### src/rtl/rgb_led_wipe_fade_sequencer_defines.svh
// ----------------------------------------------------------------------------
// RGB LED wipe/fade sequencer assertion macros
// Shared concurrent assertion forms for the sequencer RTL.
// ----------------------------------------------------------------------------
`ifndef RGB_LED_WIPE_FADE_SEQUENCER_DEFINES_SVH
`define RGB_LED_WIPE_FADE_SEQUENCER_DEFINES_SVH

// Check that cons holds in the same cycle whenever ante holds
`define RLWF_ASSERT_IMPL(label, clk, rst_n, ante, cons, msg) \
    label: assert property (@(posedge clk) disable iff (!rst_n) (ante) |-> (cons)) \
        else $error(msg);

// Check that cond never holds
`define RLWF_ASSERT_NEVER(label, clk, rst_n, cond, msg) \
    label: assert property (@(posedge clk) disable iff (!rst_n) !(cond)) \
        else $error(msg);

`endif

### src/rtl/rlwf_pkg.sv
// ----------------------------------------------------------------------------
// RGB LED wipe/fade sequencer package
// Widths, phase encoding, command word and defaults shared by all modules.
// ----------------------------------------------------------------------------
package rlwf_pkg;

    localparam int LED_IDX_W   = 6;
    localparam int LEVEL_W     = 8;
    localparam int TDIV_W      = 4;
    localparam int CFG_IDX_W   = 1;
    localparam int CFG_DATA_W  = 8;

    localparam int LED_COUNT_DEF   = 38;
    localparam int TICK_DIVIDE_DEF = 10;
    localparam int CMD_DEPTH_DEF   = 2;

    localparam logic [LEVEL_W-1:0] FADE_PEAK_RST  = 8'd100;
    localparam logic [LEVEL_W-1:0] WIPE_LEVEL_RST = 8'd80;

    // Configuration register indexes
    localparam logic [CFG_IDX_W-1:0] REG_FADE_PEAK  = 1'b0;
    localparam logic [CFG_IDX_W-1:0] REG_WIPE_LEVEL = 1'b1;

    typedef enum logic [2:0] {
        PH_WIPE_R = 3'd0,
        PH_WIPE_G = 3'd1,
        PH_WIPE_B = 3'd2,
        PH_RAMP_R = 3'd3,
        PH_R2G    = 3'd4,
        PH_G2B    = 3'd5,
        PH_FADE_B = 3'd6,
        PH_DARK   = 3'd7
    } phase_t;

    // One action for the back end: a single LED or the whole string
    typedef struct packed {
        logic                 bcast;
        logic [LED_IDX_W-1:0] index;
        logic [LEVEL_W-1:0]   red;
        logic [LEVEL_W-1:0]   green;
        logic [LEVEL_W-1:0]   blue;
    } cmd_t;

endpackage

### src/rtl/rlwf_front.sv
// ----------------------------------------------------------------------------
// RGB LED wipe/fade sequencer front end
// Divides ticks, walks the show phases and issues one command per action, except for the action that ends a wipe pass.
// ----------------------------------------------------------------------------
module rlwf_front #(
    parameter int LED_COUNT   = rlwf_pkg::LED_COUNT_DEF,
    parameter int TICK_DIVIDE = rlwf_pkg::TICK_DIVIDE_DEF
) (
    input  logic                          clk,
    input  logic                          rst_n,
    input  logic                          accept,
    input  logic                          tick,
    input  logic [rlwf_pkg::LEVEL_W-1:0]  fade_peak,
    input  logic [rlwf_pkg::LEVEL_W-1:0]  wipe_level,
    output logic                          cmd_push,
    output rlwf_pkg::cmd_t                cmd
);
    import rlwf_pkg::*;

    localparam int WPOS_W = $clog2(LED_COUNT + 1);

    function automatic logic [LEVEL_W-1:0] inc_sat(input logic [LEVEL_W-1:0] v);
        inc_sat = (v == {LEVEL_W{1'b1}}) ? v : v + 1'b1;
    endfunction

    function automatic logic [LEVEL_W-1:0] dec_sat(input logic [LEVEL_W-1:0] v);
        dec_sat = (v == '0) ? v : v - 1'b1;
    endfunction

    logic [TDIV_W-1:0]  tdiv_reg, tdiv_next;
    phase_t             phase_reg, phase_next;
    logic [WPOS_W-1:0]  wpos_reg, wpos_next;
    logic [LEVEL_W-1:0] red_reg, red_next;
    logic [LEVEL_W-1:0] green_reg, green_next;
    logic [LEVEL_W-1:0] blue_reg, blue_next;

    logic action;
    logic in_wipe;
    logic wipe_end;

    assign action   = accept && tick && (tdiv_reg == TDIV_W'(TICK_DIVIDE - 1));
    assign in_wipe  = (phase_reg == PH_WIPE_R) || (phase_reg == PH_WIPE_G) ||
                      (phase_reg == PH_WIPE_B);
    assign wipe_end = (wpos_reg >= WPOS_W'(LED_COUNT));

    // Next state: divider, phase, wipe position and fade levels
    always_comb
    begin
        tdiv_next  = tdiv_reg;
        phase_next = phase_reg;
        wpos_next  = wpos_reg;
        red_next   = red_reg;
        green_next = green_reg;
        blue_next  = blue_reg;
        if (accept && tick)
        begin
            tdiv_next = action ? '0 : tdiv_reg + 1'b1;
        end
        if (action)
        begin
            unique case (phase_reg)
                PH_WIPE_R, PH_WIPE_G, PH_WIPE_B:
                begin
                    if (wipe_end)
                    begin
                        phase_next = phase_t'(phase_reg + 3'd1);
                        wpos_next  = '0;
                    end
                    else
                    begin
                        wpos_next = wpos_reg + 1'b1;
                    end
                end
                PH_RAMP_R:
                begin
                    red_next = inc_sat(red_reg);
                    if (red_next >= fade_peak)
                        phase_next = PH_R2G;
                end
                PH_R2G:
                begin
                    red_next   = dec_sat(red_reg);
                    green_next = inc_sat(green_reg);
                    if (green_next >= fade_peak)
                        phase_next = PH_G2B;
                end
                PH_G2B:
                begin
                    green_next = dec_sat(green_reg);
                    blue_next  = inc_sat(blue_reg);
                    if (blue_next >= fade_peak)
                        phase_next = PH_FADE_B;
                end
                PH_FADE_B:
                begin
                    blue_next = dec_sat(blue_reg);
                    if (blue_next == '0)
                        phase_next = PH_DARK;
                end
                PH_DARK:
                begin
                    red_next   = '0;
                    green_next = '0;
                    blue_next  = '0;
                end
                default:
                begin
                    phase_next = PH_DARK;
                end
            endcase
        end
    end

    // Outputs: command word for the back end
    always_comb
    begin
        cmd_push  = action && !(in_wipe && wipe_end);
        cmd.bcast = !in_wipe;
        cmd.index = in_wipe ? LED_IDX_W'(wpos_reg) : '0;
        if (in_wipe)
        begin
            cmd.red   = (phase_reg == PH_WIPE_R) ? wipe_level : '0;
            cmd.green = (phase_reg == PH_WIPE_G) ? wipe_level : '0;
            cmd.blue  = (phase_reg == PH_WIPE_B) ? wipe_level : '0;
        end
        else
        begin
            cmd.red   = red_next;
            cmd.green = green_next;
            cmd.blue  = blue_next;
        end
    end

    // State registers: divider, phase, wipe position and fade levels
    always_ff @(posedge clk or negedge rst_n)
    begin
        if (!rst_n)
        begin
            tdiv_reg  <= '0;
            phase_reg <= PH_WIPE_R;
            wpos_reg  <= '0;
            red_reg   <= '0;
            green_reg <= '0;
            blue_reg  <= '0;
        end
        else
        begin
            tdiv_reg  <= tdiv_next;
            phase_reg <= phase_next;
            wpos_reg  <= wpos_next;
            red_reg   <= red_next;
            green_reg <= green_next;
            blue_reg  <= blue_next;
        end
    end

endmodule

### src/rtl/rlwf_cmd_queue.sv
// ----------------------------------------------------------------------------
// RGB LED wipe/fade sequencer command queue
// Small first-in first-out store of commands between front and back end.
// ----------------------------------------------------------------------------
module rlwf_cmd_queue #(
    parameter int DEPTH = rlwf_pkg::CMD_DEPTH_DEF
) (
    input  logic           clk,
    input  logic           rst_n,
    input  logic           push,
    input  rlwf_pkg::cmd_t push_cmd,
    output logic           full,
    input  logic           pop,
    output rlwf_pkg::cmd_t head_cmd,
    output logic           empty
);
    import rlwf_pkg::*;

    localparam int PTR_W = (DEPTH > 1) ? $clog2(DEPTH) : 1;
    localparam int CNT_W = $clog2(DEPTH + 1);

    cmd_t              mem [DEPTH];
    logic [PTR_W-1:0]  wr_ptr_reg, wr_ptr_next;
    logic [PTR_W-1:0]  rd_ptr_reg, rd_ptr_next;
    logic [CNT_W-1:0]  count_reg, count_next;
    logic              do_push, do_pop;

    assign full     = (count_reg == CNT_W'(DEPTH));
    assign empty    = (count_reg == '0);
    assign do_push  = push && !full;
    assign do_pop   = pop && !empty;
    assign head_cmd = mem[rd_ptr_reg];

    // Advance pointers with wrap at the depth
    always_comb
    begin
        wr_ptr_next = wr_ptr_reg;
        rd_ptr_next = rd_ptr_reg;
        count_next  = count_reg;
        if (do_push)
            wr_ptr_next = (wr_ptr_reg == PTR_W'(DEPTH - 1)) ? '0 : wr_ptr_reg + 1'b1;
        if (do_pop)
            rd_ptr_next = (rd_ptr_reg == PTR_W'(DEPTH - 1)) ? '0 : rd_ptr_reg + 1'b1;
        if (do_push && !do_pop)
            count_next = count_reg + 1'b1;
        else if (do_pop && !do_push)
            count_next = count_reg - 1'b1;
    end

    always_ff @(posedge clk or negedge rst_n)
    begin
        if (!rst_n)
        begin
            wr_ptr_reg <= '0;
            rd_ptr_reg <= '0;
            count_reg  <= '0;
        end
        else
        begin
            wr_ptr_reg <= wr_ptr_next;
            rd_ptr_reg <= rd_ptr_next;
            count_reg  <= count_next;
        end
    end

    // Store the pushed command
    always_ff @(posedge clk)
    begin
        if (do_push)
            mem[wr_ptr_reg] <= push_cmd;
    end

endmodule

### src/rtl/rlwf_back.sv
// ----------------------------------------------------------------------------
// RGB LED wipe/fade sequencer back end
// Expands each command into LED words in an output register, one per cycle while the receiver pops.
// ----------------------------------------------------------------------------
module rlwf_back #(
    parameter int LED_COUNT = rlwf_pkg::LED_COUNT_DEF
) (
    input  logic                            clk,
    input  logic                            rst_n,
    input  rlwf_pkg::cmd_t                  head_cmd,
    input  logic                            q_empty,
    output logic                            q_pop,
    input  logic                            pop,
    output logic                            empty,
    output logic [rlwf_pkg::LED_IDX_W-1:0]  led_index,
    output logic [rlwf_pkg::LEVEL_W-1:0]    red,
    output logic [rlwf_pkg::LEVEL_W-1:0]    green,
    output logic [rlwf_pkg::LEVEL_W-1:0]    blue,
    output logic                            last
);
    import rlwf_pkg::*;

    cmd_t                 cmd_reg;
    logic                 busy_reg, busy_next;
    logic [LED_IDX_W-1:0] cnt_reg, cnt_next;
    logic                 oval_reg, oval_next;
    logic [LED_IDX_W-1:0] oidx_reg;
    logic [LEVEL_W-1:0]   ored_reg, ogrn_reg, oblu_reg;
    logic                 olast_reg;

    logic                 out_load;
    logic                 emit;
    logic                 emit_last;
    logic [LED_IDX_W-1:0] emit_idx;

    assign out_load  = !oval_reg || pop;
    assign emit      = busy_reg && out_load;
    assign emit_idx  = cmd_reg.bcast ? cnt_reg : cmd_reg.index;
    assign emit_last = !cmd_reg.bcast || (cnt_reg == LED_IDX_W'(LED_COUNT - 1));
    assign q_pop     = !q_empty && (!busy_reg || (emit && emit_last));

    // Advance the LED counter and the output valid flag
    always_comb
    begin
        busy_next = busy_reg;
        cnt_next  = cnt_reg;
        oval_next = oval_reg;
        if (emit)
        begin
            cnt_next  = emit_last ? '0 : cnt_reg + 1'b1;
            busy_next = !emit_last;
        end
        if (q_pop)
        begin
            busy_next = 1'b1;
            cnt_next  = '0;
        end
        if (emit)
            oval_next = 1'b1;
        else if (pop)
            oval_next = 1'b0;
    end

    always_ff @(posedge clk or negedge rst_n)
    begin
        if (!rst_n)
        begin
            busy_reg <= 1'b0;
            cnt_reg  <= '0;
            oval_reg <= 1'b0;
        end
        else
        begin
            busy_reg <= busy_next;
            cnt_reg  <= cnt_next;
            oval_reg <= oval_next;
        end
    end

    // Hold the current command and the output word
    always_ff @(posedge clk)
    begin
        if (q_pop)
            cmd_reg <= head_cmd;
        if (emit)
        begin
            oidx_reg  <= emit_idx;
            ored_reg  <= cmd_reg.red;
            ogrn_reg  <= cmd_reg.green;
            oblu_reg  <= cmd_reg.blue;
            olast_reg <= emit_last;
        end
    end

    assign empty     = !oval_reg;
    assign led_index = oidx_reg;
    assign red       = ored_reg;
    assign green     = ogrn_reg;
    assign blue      = oblu_reg;
    assign last      = olast_reg;

endmodule

### src/rtl/rgb_led_wipe_fade_sequencer.sv
// ----------------------------------------------------------------------------
// RGB LED wipe/fade sequencer
// Start-up light show for a string of RGB LEDs: three wipe passes, then fades.
// ----------------------------------------------------------------------------
// Usage:
//   Input queue: drive tick on push while full is low; each word is one tick
//   (tick = 0 words are taken and have no effect). Every TICK_DIVIDE-th tick
//   is an action.
//   Result queue: while empty is low, led_index/red/green/blue/last show the
//   oldest LED word; pop takes it. A wipe action gives one word (none at the
//   end of a pass), a fade action gives LED_COUNT words with last set on the final one.
//   Config port: cfg_we writes cfg_data into register cfg_index (0 fade_peak,
//   1 wipe_level) at the clock edge. The user must write only while the block is idle; the block does not enforce it.
// Timing:
//   An input word is taken every cycle while the command queue has room;
//   the first LED word of an action passes the command queue, the command register and the output register.
//   The back end emits one LED word per cycle while the receiver keeps popping,
//   so a fade action gives LED_COUNT words (38 by default) in a row; back-to-back
//   actions are chained with no gap.
// Reset and stall:
//   Reset clears the show to the red wipe at LED 0 and loads the register
//   defaults. If the receiver stops popping, the output register holds its
//   word, the command queue fills, and full then holds off the input side.
// ----------------------------------------------------------------------------
module rgb_led_wipe_fade_sequencer #(
    parameter int LED_COUNT   = rlwf_pkg::LED_COUNT_DEF,
    parameter int TICK_DIVIDE = rlwf_pkg::TICK_DIVIDE_DEF,
    parameter int CMD_DEPTH   = rlwf_pkg::CMD_DEPTH_DEF
) (
    input  logic                             clk,
    input  logic                             rst_n,
    input  logic                             push,
    output logic                             full,
    input  logic                             tick,
    output logic                             empty,
    input  logic                             pop,
    output logic [rlwf_pkg::LED_IDX_W-1:0]   led_index,
    output logic [rlwf_pkg::LEVEL_W-1:0]     red,
    output logic [rlwf_pkg::LEVEL_W-1:0]     green,
    output logic [rlwf_pkg::LEVEL_W-1:0]     blue,
    output logic                             last,
    input  logic                             cfg_we,
    input  logic [rlwf_pkg::CFG_IDX_W-1:0]   cfg_index,
    input  logic [rlwf_pkg::CFG_DATA_W-1:0]  cfg_data
);
    import rlwf_pkg::*;

    `include "rgb_led_wipe_fade_sequencer_defines.svh"

    logic [LEVEL_W-1:0] fade_peak_reg;
    logic [LEVEL_W-1:0] wipe_level_reg;

    logic accept;
    logic cmd_push;
    cmd_t cmd;
    logic q_full, q_empty, q_pop;
    cmd_t head_cmd;

    assign full   = q_full;
    assign accept = push && !q_full;

    // Configuration registers
    always_ff @(posedge clk or negedge rst_n)
    begin
        if (!rst_n)
        begin
            fade_peak_reg  <= FADE_PEAK_RST;
            wipe_level_reg <= WIPE_LEVEL_RST;
        end
        else if (cfg_we)
        begin
            unique case (cfg_index)
                REG_FADE_PEAK:  fade_peak_reg  <= cfg_data;
                REG_WIPE_LEVEL: wipe_level_reg <= cfg_data;
                default:        ;
            endcase
        end
    end

    rlwf_front #(
        .LED_COUNT   (LED_COUNT),
        .TICK_DIVIDE (TICK_DIVIDE)
    ) u_front (
        .clk        (clk),
        .rst_n      (rst_n),
        .accept     (accept),
        .tick       (tick),
        .fade_peak  (fade_peak_reg),
        .wipe_level (wipe_level_reg),
        .cmd_push   (cmd_push),
        .cmd        (cmd)
    );

    rlwf_cmd_queue #(
        .DEPTH (CMD_DEPTH)
    ) u_queue (
        .clk      (clk),
        .rst_n    (rst_n),
        .push     (cmd_push),
        .push_cmd (cmd),
        .full     (q_full),
        .pop      (q_pop),
        .head_cmd (head_cmd),
        .empty    (q_empty)
    );

    rlwf_back #(
        .LED_COUNT (LED_COUNT)
    ) u_back (
        .clk       (clk),
        .rst_n     (rst_n),
        .head_cmd  (head_cmd),
        .q_empty   (q_empty),
        .q_pop     (q_pop),
        .pop       (pop),
        .empty     (empty),
        .led_index (led_index),
        .red       (red),
        .green     (green),
        .blue      (blue),
        .last      (last)
    );

    // Checks
    `RLWF_ASSERT_NEVER(a_queue_full_empty, clk, rst_n, q_full && q_empty, "queue full and empty")
    `RLWF_ASSERT_IMPL(a_index_range, clk, rst_n, !empty, {1'b0, led_index} < (LED_IDX_W+1)'(LED_COUNT), "LED index out of range")
    `RLWF_ASSERT_IMPL(a_mid_word, clk, rst_n, !empty && !last, led_index < LED_IDX_W'(LED_COUNT - 1), "non-final word at last LED")
    `RLWF_ASSERT_IMPL(a_pop_source, clk, rst_n, q_pop, !q_empty, "pop from empty command queue")

endmodule
### config.mk
export PLATFORM = sky130hd
export DESIGN_NAME = rgb_led_wipe_fade_sequencer
export DESIGN_NICKNAME = d
export VERILOG_FILES = /design/src/rtl/rlwf_pkg.sv /design/src/rtl/rlwf_front.sv /design/src/rtl/rlwf_cmd_queue.sv /design/src/rtl/rlwf_back.sv /design/src/rtl/rgb_led_wipe_fade_sequencer.sv
export VERILOG_INCLUDE_DIRS = /design/src /design/src/rtl
export SDC_FILE = /design/constraint.sdc
export NUM_CORES = 1
export LEC_CHECK = 0
export ABC_AREA = 0
export BUFFER_PORTS_ARGS = -buffer_cell sky130_fd_sc_hd__buf_2
export CAP_MARGIN = 20
export CORE_MARGIN = 2
export CORE_UTILIZATION = 40
export CTS_CLUSTER_DIAMETER = 30
export DETAILED_ROUTE_END_ITERATION = 16
export HOLD_SLACK_MARGIN = 0.05
export SLEW_MARGIN = 20
export SYNTH_ARGS = -nofsm -noshare
export SYNTH_HDL_FRONTEND = slang
export SYNTH_SLANG_ARGS = --single-unit
### constraint.sdc
create_clock -name clk -period 4.09 [get_ports clk]
set_clock_uncertainty 0.2 [all_clocks]
set_input_delay 0.2045 -clock clk [delete_from_list [all_inputs] [get_ports clk]]
set_output_delay 0.2045 -clock clk [all_outputs]
set_load 0.05 [all_outputs]
# After elaboration in Yosys (flattened, before gate mapping)
# Memories as Yosys holds them, arrays and structs flattened. A register that Yosys moved wholly into a read port is not among the register bits.
# Cells that the tools add are included.
# Widths: inputs -> output; s select.
dict set report totals {
  register_bits 96
  latch_bits 0
  mem_bits_rw 62
  rom_bits 0
  in_bits 15
  out_inout_bits 33
  n_memories 1
}
# memory depth word_bits read_ports rd_ports_with_merged_regs wr line_no
set mem_list {}
lappend mem_list {u_queue.mem 2 31 1 1 1 rlwf_cmd_queue.sv:22} ;# cmd_t mem [DEPTH];
dict set report op_classes {
  add_sub_neg 14
  multipliers 0
  div 0
  order_cmp 4
  eq_ne 18
  shift 0
  n_mux 39
  bitwise_logic 1
  reduce_logical 42
}
# operator count
set op_table {}
lappend op_table {{$mux 8} 12}
lappend op_table {{$pmux 8 s3} 3}
lappend op_table {{$mux 6} 6}
lappend op_table {{$logic_not 8->1} 4}
lappend op_table {{$add 8x1->8 const B} 3}
lappend op_table {{$eq 8x8->1 const B} 3}
lappend op_table {{$ge 8x8->1} 3}
lappend op_table {{$mux 24} 1}
lappend op_table {{$sub 8x1->8 const B} 3}
lappend op_table {{$mux 3} 5}
lappend op_table {{$pmux 3 s5} 1}
lappend op_table {{$add 6x1->6 const B} 2}
lappend op_table {{$eq 3x3->1 const B} 4}
lappend op_table {{$logic_and 1x1->1} 12}
lappend op_table {{$logic_not 1->1} 10}
lappend op_table {{$ne 2x1->1 const B} 5}
lappend op_table {{$mux 1} 8}
lappend op_table {{$reduce_and 7->1} 1}
lappend op_table {{$eq 3x2->1 const B} 2}
lappend op_table {{$eq 6x6->1 const B} 1}
lappend op_table {{$ge 6x6->1 const B} 1}
lappend op_table {{$reduce_and 2->1} 3}
lappend op_table {{$reduce_bool 2->1} 3}
lappend op_table {{$logic_or 1x1->1} 5}
lappend op_table {{15 further kinds} 17}

# Logic depth before layout (Yosys ltp)
dict set report depth {
  ltp_word 11
  mapped_depth 12
  depth_no_buf 12
}

# Hierarchy
# Synthesis repeated with hierarchy kept, for this count alone.
dict set report unflattened {
  cells_unflattened 779
  area_unflattened_um2 9778.1
}
# mod instances cells_per_inst area_each_um2
set by_module_without_submodules {}
lappend by_module_without_submodules {rlwf_front 1 506 4100.2}
lappend by_module_without_submodules {rlwf_cmd_queue 1 116 2587.5}
lappend by_module_without_submodules {rlwf_back 1 121 2436.1}
lappend by_module_without_submodules {rgb_led_wipe_fade_sequencer 1 36 654.4}

# Worst setup path before layout
# Ideal clock, no wire load.
dict set report synth_path {
  path_type {register to register}
  from {register u_queue.count_reg[0]}
  to {memory u_queue.mem[0][0] in the netlist's numbering, enable pin}
  arrival_time_ps 2919
  required_ps 3467
  setup_slack_ps 548
  stages_incl_launch_ff 7
  path_buffers 1
  synth_period_minus_slack_ps 3542
  path_cell_list {dfrtp_1 buf_4 nand2b_2 inv_2 nor3_2 a21boi_0 nor2b_1}
}
dict set report synth_between {
  elab_chain_len 9
}
# item line_no
set synth_rtl {}
lappend synth_rtl {{start: declaration} rlwf_cmd_queue.sv:25} ;# logic [CNT_W-1:0] count_reg, count_next;
lappend synth_rtl {{start signal: assignment} rlwf_cmd_queue.sv:62} ;# count_reg <= count_next;
lappend synth_rtl {{$eq 2x2->1 *} rlwf_cmd_queue.sv:28} ;# assign full = (count_reg == CNT_W'(DEPTH));
lappend synth_rtl {{via full} rgb_led_wipe_fade_sequencer.sv:33} ;# output logic full,
lappend synth_rtl {{$logic_not 1->1 *} {rlwf_cmd_queue.sv:30, rgb_led_wipe_fade_sequencer.sv:60}}
lappend synth_rtl {{$logic_and 1x1->1} rgb_led_wipe_fade_sequencer.sv:60} ;# assign accept = push && !q_full;
lappend synth_rtl {{$logic_and 1x1->1 (2 in a row)} rlwf_front.sv:41} ;# assign action = accept && tick && (tdiv_reg == TDIV_W'(TICK_DIVIDE - 1));
lappend synth_rtl {{$logic_and 1x1->1} rlwf_front.sv:117} ;# cmd_push = action && !(in_wipe && wipe_end);
lappend synth_rtl {{$logic_and 1x1->1 *} rlwf_cmd_queue.sv:30} ;# assign do_push = push && !full;
lappend synth_rtl {{via u_queue.do_push} rlwf_cmd_queue.sv:26} ;# logic do_push, do_pop;
lappend synth_rtl {{$mux 1 *} rlwf_cmd_queue.sv:69} ;# if (do_push)
lappend synth_rtl {{$mux 1 (implied by the code) *} rlwf_cmd_queue.sv:70} ;# mem[wr_ptr_reg] <= push_cmd;
lappend synth_rtl {{end: declaration} rlwf_cmd_queue.sv:22}
# The timed path passes the listed nets; every way through them passes the cells marked *.

# Worst setup path after layout
dict set report layout_path {
  from {register u_front.green_reg[1]}
  to {register u_front.phase_reg[2]}
}
dict set report layout_between {
  elab_chain_len 5
  word_cells_on_any_way 6
  cone_classes {add/sub: 1; order compare: 1; eq/ne: 2; mux: 1; reduce/logical: 1}
}
# item line_no
set layout_rtl {}
lappend layout_rtl {{start: declaration} rlwf_front.sv:34} ;# logic [LEVEL_W-1:0] green_reg, green_next;
lappend layout_rtl {{start signal: assignment} rlwf_front.sv:152} ;# green_reg <= green_next;
lappend layout_rtl {{$add 8x1->8 / $eq 8x8->1 (equally long branches)} rlwf_front.sv:23} ;# inc_sat = (v == {LEVEL_W{1'b1}}) ? v : v + 1'b1;
lappend layout_rtl {{$mux 8 *} rlwf_front.sv:23}
lappend layout_rtl {{$ge 8x8->1 *} rlwf_front.sv:84} ;# if (green_next >= fade_peak)
lappend layout_rtl {{$ne 2x1->1 (no source line) *} n/a}
lappend layout_rtl {{$reduce_and 7->1 (no source line) *} n/a}
lappend layout_rtl {{end signal: assignment} rlwf_front.sv:149} ;# phase_reg <= phase_next;
lappend layout_rtl {{end: declaration} rlwf_front.sv:31} ;# phase_t phase_reg, phase_next;
# Every way passes the cells marked *; elsewhere a longest branch is shown, timed or not.
# A chain may end at the register's enable or synchronous reset.

==> impl_metrics.py <==
metrics = {
    "setup_path": {
        "crit_path_start": "u_front.green_reg[1]",
        "path_class": "flop to flop",
        "crit_chain": "ha_1 -> nand3_1 -> nor2_1 -> mux2_2 -> ha_1 -> a2111o_1 -> a21oi_1 -> a2111oi_1 -> nand4_2 -> mux2_4",
        "cpMostUsedCell": "ha_1",
        "critical_path_arrival_ps": 3560,
        "reg2reg_setup_slack_ps": 650,
        "path_max_fanout": 9,
        "r2r_cells": 10,
        "cp_slowest_cell": "dfrtp_1",
        "max_stage_delay_ps": 510,
        "regToRegEndpoint": "u_front.phase_reg[2]",
        "r2r-start": "u_front.green_reg[1]",
        "crit_end": "u_front.phase_reg[2]",
        "worstPathRequired_ps": 4210,
        "end_kind": "flop",
        "crit_buf_inv": 0,
        "crit_family": "multiplexers",
        "cp-start-kind": "flop",
        "crit_cells": 10,
    },
    "route": {
        "wire_per_inst_um": 17.3,
        "via_per_inst": 5.39,
        "vias": 6321,
        "drc": 0,
        "routed_wl_um": 20300,
        "ant_nets": 0,
        "first_pass_iters": 5,
        "drtIter0Drc": 351,
    },
    "sta": {
        "maxSlewHeadroom": 0.417,
        "post-route-period-util": 0.841,
        "max_freq_ghz": 0.291,
        "final_hold_viol_count": 0,
        "timing.final.max_slew_violations": 0,
        "fin_tns_setup_ps": 0,
        "layout_min_cycle_time_ps": 3440,
        "setup_viol": 0,
        "rsz0062_at_grt": "false",
        "tightest_slew_ps": 873,
    },
    "synthesis": {
        "synth_area_leaders": "edfxtp_1 39%, dfrtp_1 16%, mux2_2 6.4%",
        "synth_top_cell_by_area": "edfxtp_1",
        "syn_nets": 848,
        "synth_top_area_share": 0.394,
        "synth_async_sr_flop_share": 0.344,
        "ys.flop_type": "edfxtp_1",
        "synth_area_per_cell_um2": 12.0,
        "synth_area_mm2": 0.00946,
        "synth-edff-count": 124,
        "ys_ff_latch": 189,
        "seq_area_frac_synth": 0.566,
        "synth_warnings": 0,
        "synthCells": 787,
        "netlist-cell-type-count": 80,
    },
    "min_path": {
        "hold_path_class": "input pin to flop",
        "worstHoldStart": "cfg_index",
    },
    "placed_design": {
        "place.detailed.hpwl_um": 14300,
        "place_area_mm2": 0.0100,
        "port_buffers": 47,
        "place_congestion": 0.913,
    },
    "clock_network": {
        "clk_pin_slew_worst_paths_ps": 70,
        "cts_setup_buffers": 0,
        "hold_buffers": 16,
        "clk-insertion-delay-late_ps": 430,
        "htreeDepth": 4,
        "cts.sinks": 189,
        "cts_buffers": 17,
        "cts_root_buf": "clkbuf_16",
        "cts_tree": "done",
        "cts_resized": 0,
        "clockBufferDepth": 2,
    },
    "floorplanning": {
        "core.rowCount": 56,
        "die_w_um": 158,
        "core_area_mm2": 0.0233,
        "die_h_um": 158,
        "initial_utilization": 0.406,
        "design.portCount": 48,
        "die-area_mm2": 0.0249,
    },
    "global_route": {
        "antenna_found_initial": 0,
        "grt_util_all_layers": 0.169,
        "overflow": 0,
        "grt_max_degree": 39,
        "grt_pass1_vias": 5908,
        "grt_pass1_wl_um": 32400,
    },
    "layout": {
        "nets": 902,
        "n_antenna_cell": 0,
        "syn_to_final_growth_pct": 13.7,
        "drive_gt1_frac": 0.196,
        "design_area_mm2": 0.0108,
        "largest_register_ffs": 62,
    },
    "run": {
        "cap_violations": 0,
    },
    "power": {
        "p_leak_nw": 4.33,
        "ir_drop_v": 0.000266,
        "power_density_mw_per_mm2": 489,
    },
    "status": {
        "status": "completed",
    },
}
[tightest hold or removal path: cells and delay by family]
| kind | cells | cell delay (ps) |
|---|---|---|
| compound gates | 1 | 190 |
| simple gates | 1 | 170 |
| buf+inv | 1 | 90 |
[synth_stat cells (11+ instances only)]
cell type	count
nand2_1	44
mux2_2	54
nand2b_1	13
nand3_1	18
dfrtp_1	60
nor3_1	14
a21oi_1	31
edfxtp_1	124
a22o_1	14
clkbuf_1	26
and3_1	18
inv_1	30
nor2_1	49
a21o_1	17
and2_1	11
ha_1	46
o21ai_0	53
[stage by stage]
stage / util / setup WS [ps] / total power, mW / hold slack [ps] / cells
after detailed placement: 0.429 / 700 / 3.67 / 101 / 1125
final: 0.461 / 652 / 5.26 / 60.6 / 1173
after global placement: 0.429 / 773 / 3.65 / 101 / 1125
after global routing: 0.461 / 441 / 5.51 / 104 / 1173
after floorplan: - / 548 / 3.39 / -291 / 787
after CTS: 0.461 / 677 / 5.31 / 50.3 / 1173
[how the worst min path moves through the flow]
stage / to / slack, ps / cells after the start
floorplan: fade_peak_reg[0] / -290 / 0
detailed placement: u_front.tdiv_reg[1] / 100 / 1
CTS: fade_peak_reg[1] / 50 / 3
global route: fade_peak_reg[1] / 100 / 3
finish: fade_peak_reg[1] / 60 / 3
global placement: u_front.tdiv_reg[1] / 100 / 1
[cells in the final DEF (no fill, tap or decap), types with 9 or more instances in the layout]
master,n
xor2_1,9
nand4_1,10
clkbuf_16,17
dlygate4sd3_1,16
inv_1,30
and3_1,18
o21ai_0,53
a22o_1,14
edfxtp_1,124
and2_1,11
o31ai_1,9
dfrtp_1,60
a21oi_1,31
mux2_2,54
ha_1,46
a21o_1,17
nand2_1,44
nor2_1,49
nand3_1,18
xnor2_1,9
buf_2,47
a31oi_1,10
nor3_1,14
nand2b_1,13
[where the power goes]
| group | internal [mW] | switching, mW |
|---|---|---|
| combinational | 0.382 | 0.733 |
| clock | 0.821 | 0.809 |
| sequential | 2.37 | 0.144 |
[cells by family (layout without fill, tap and decap cells)]
family,Yosys count,count (layout),synth area share
AO/OA/AOI/OAI,187,187,0.132
XOR/XNOR,18,18,0.0167
adder cells (fa/ha/maj),46,46,0.0608
buffers and inverters,68,135,0.0288
flip-flops,189,189,0.566
multiplexers,59,59,0.0701
AND/OR/NAND/NOR,220,220,0.126
[cell type report]
class	instances	area, um^2
fill	2116	12600
sequential	189	5360
multi-input combinational	530	3840
timing repair buffer	71	455
clock buffer	17	425
tap	319	399
clock inverter	15	161
inverter	32	120
[routing by layer]
metal	GRT usage	up-vias	wire [um]
li1	-	3064	-
met1	0.246	3037	9850
met2	0.256	185	9110
met3	0.0285	35	930
met4	0.0545	0	429
met5	0	-	0
(Power assumes the default switching activity.)
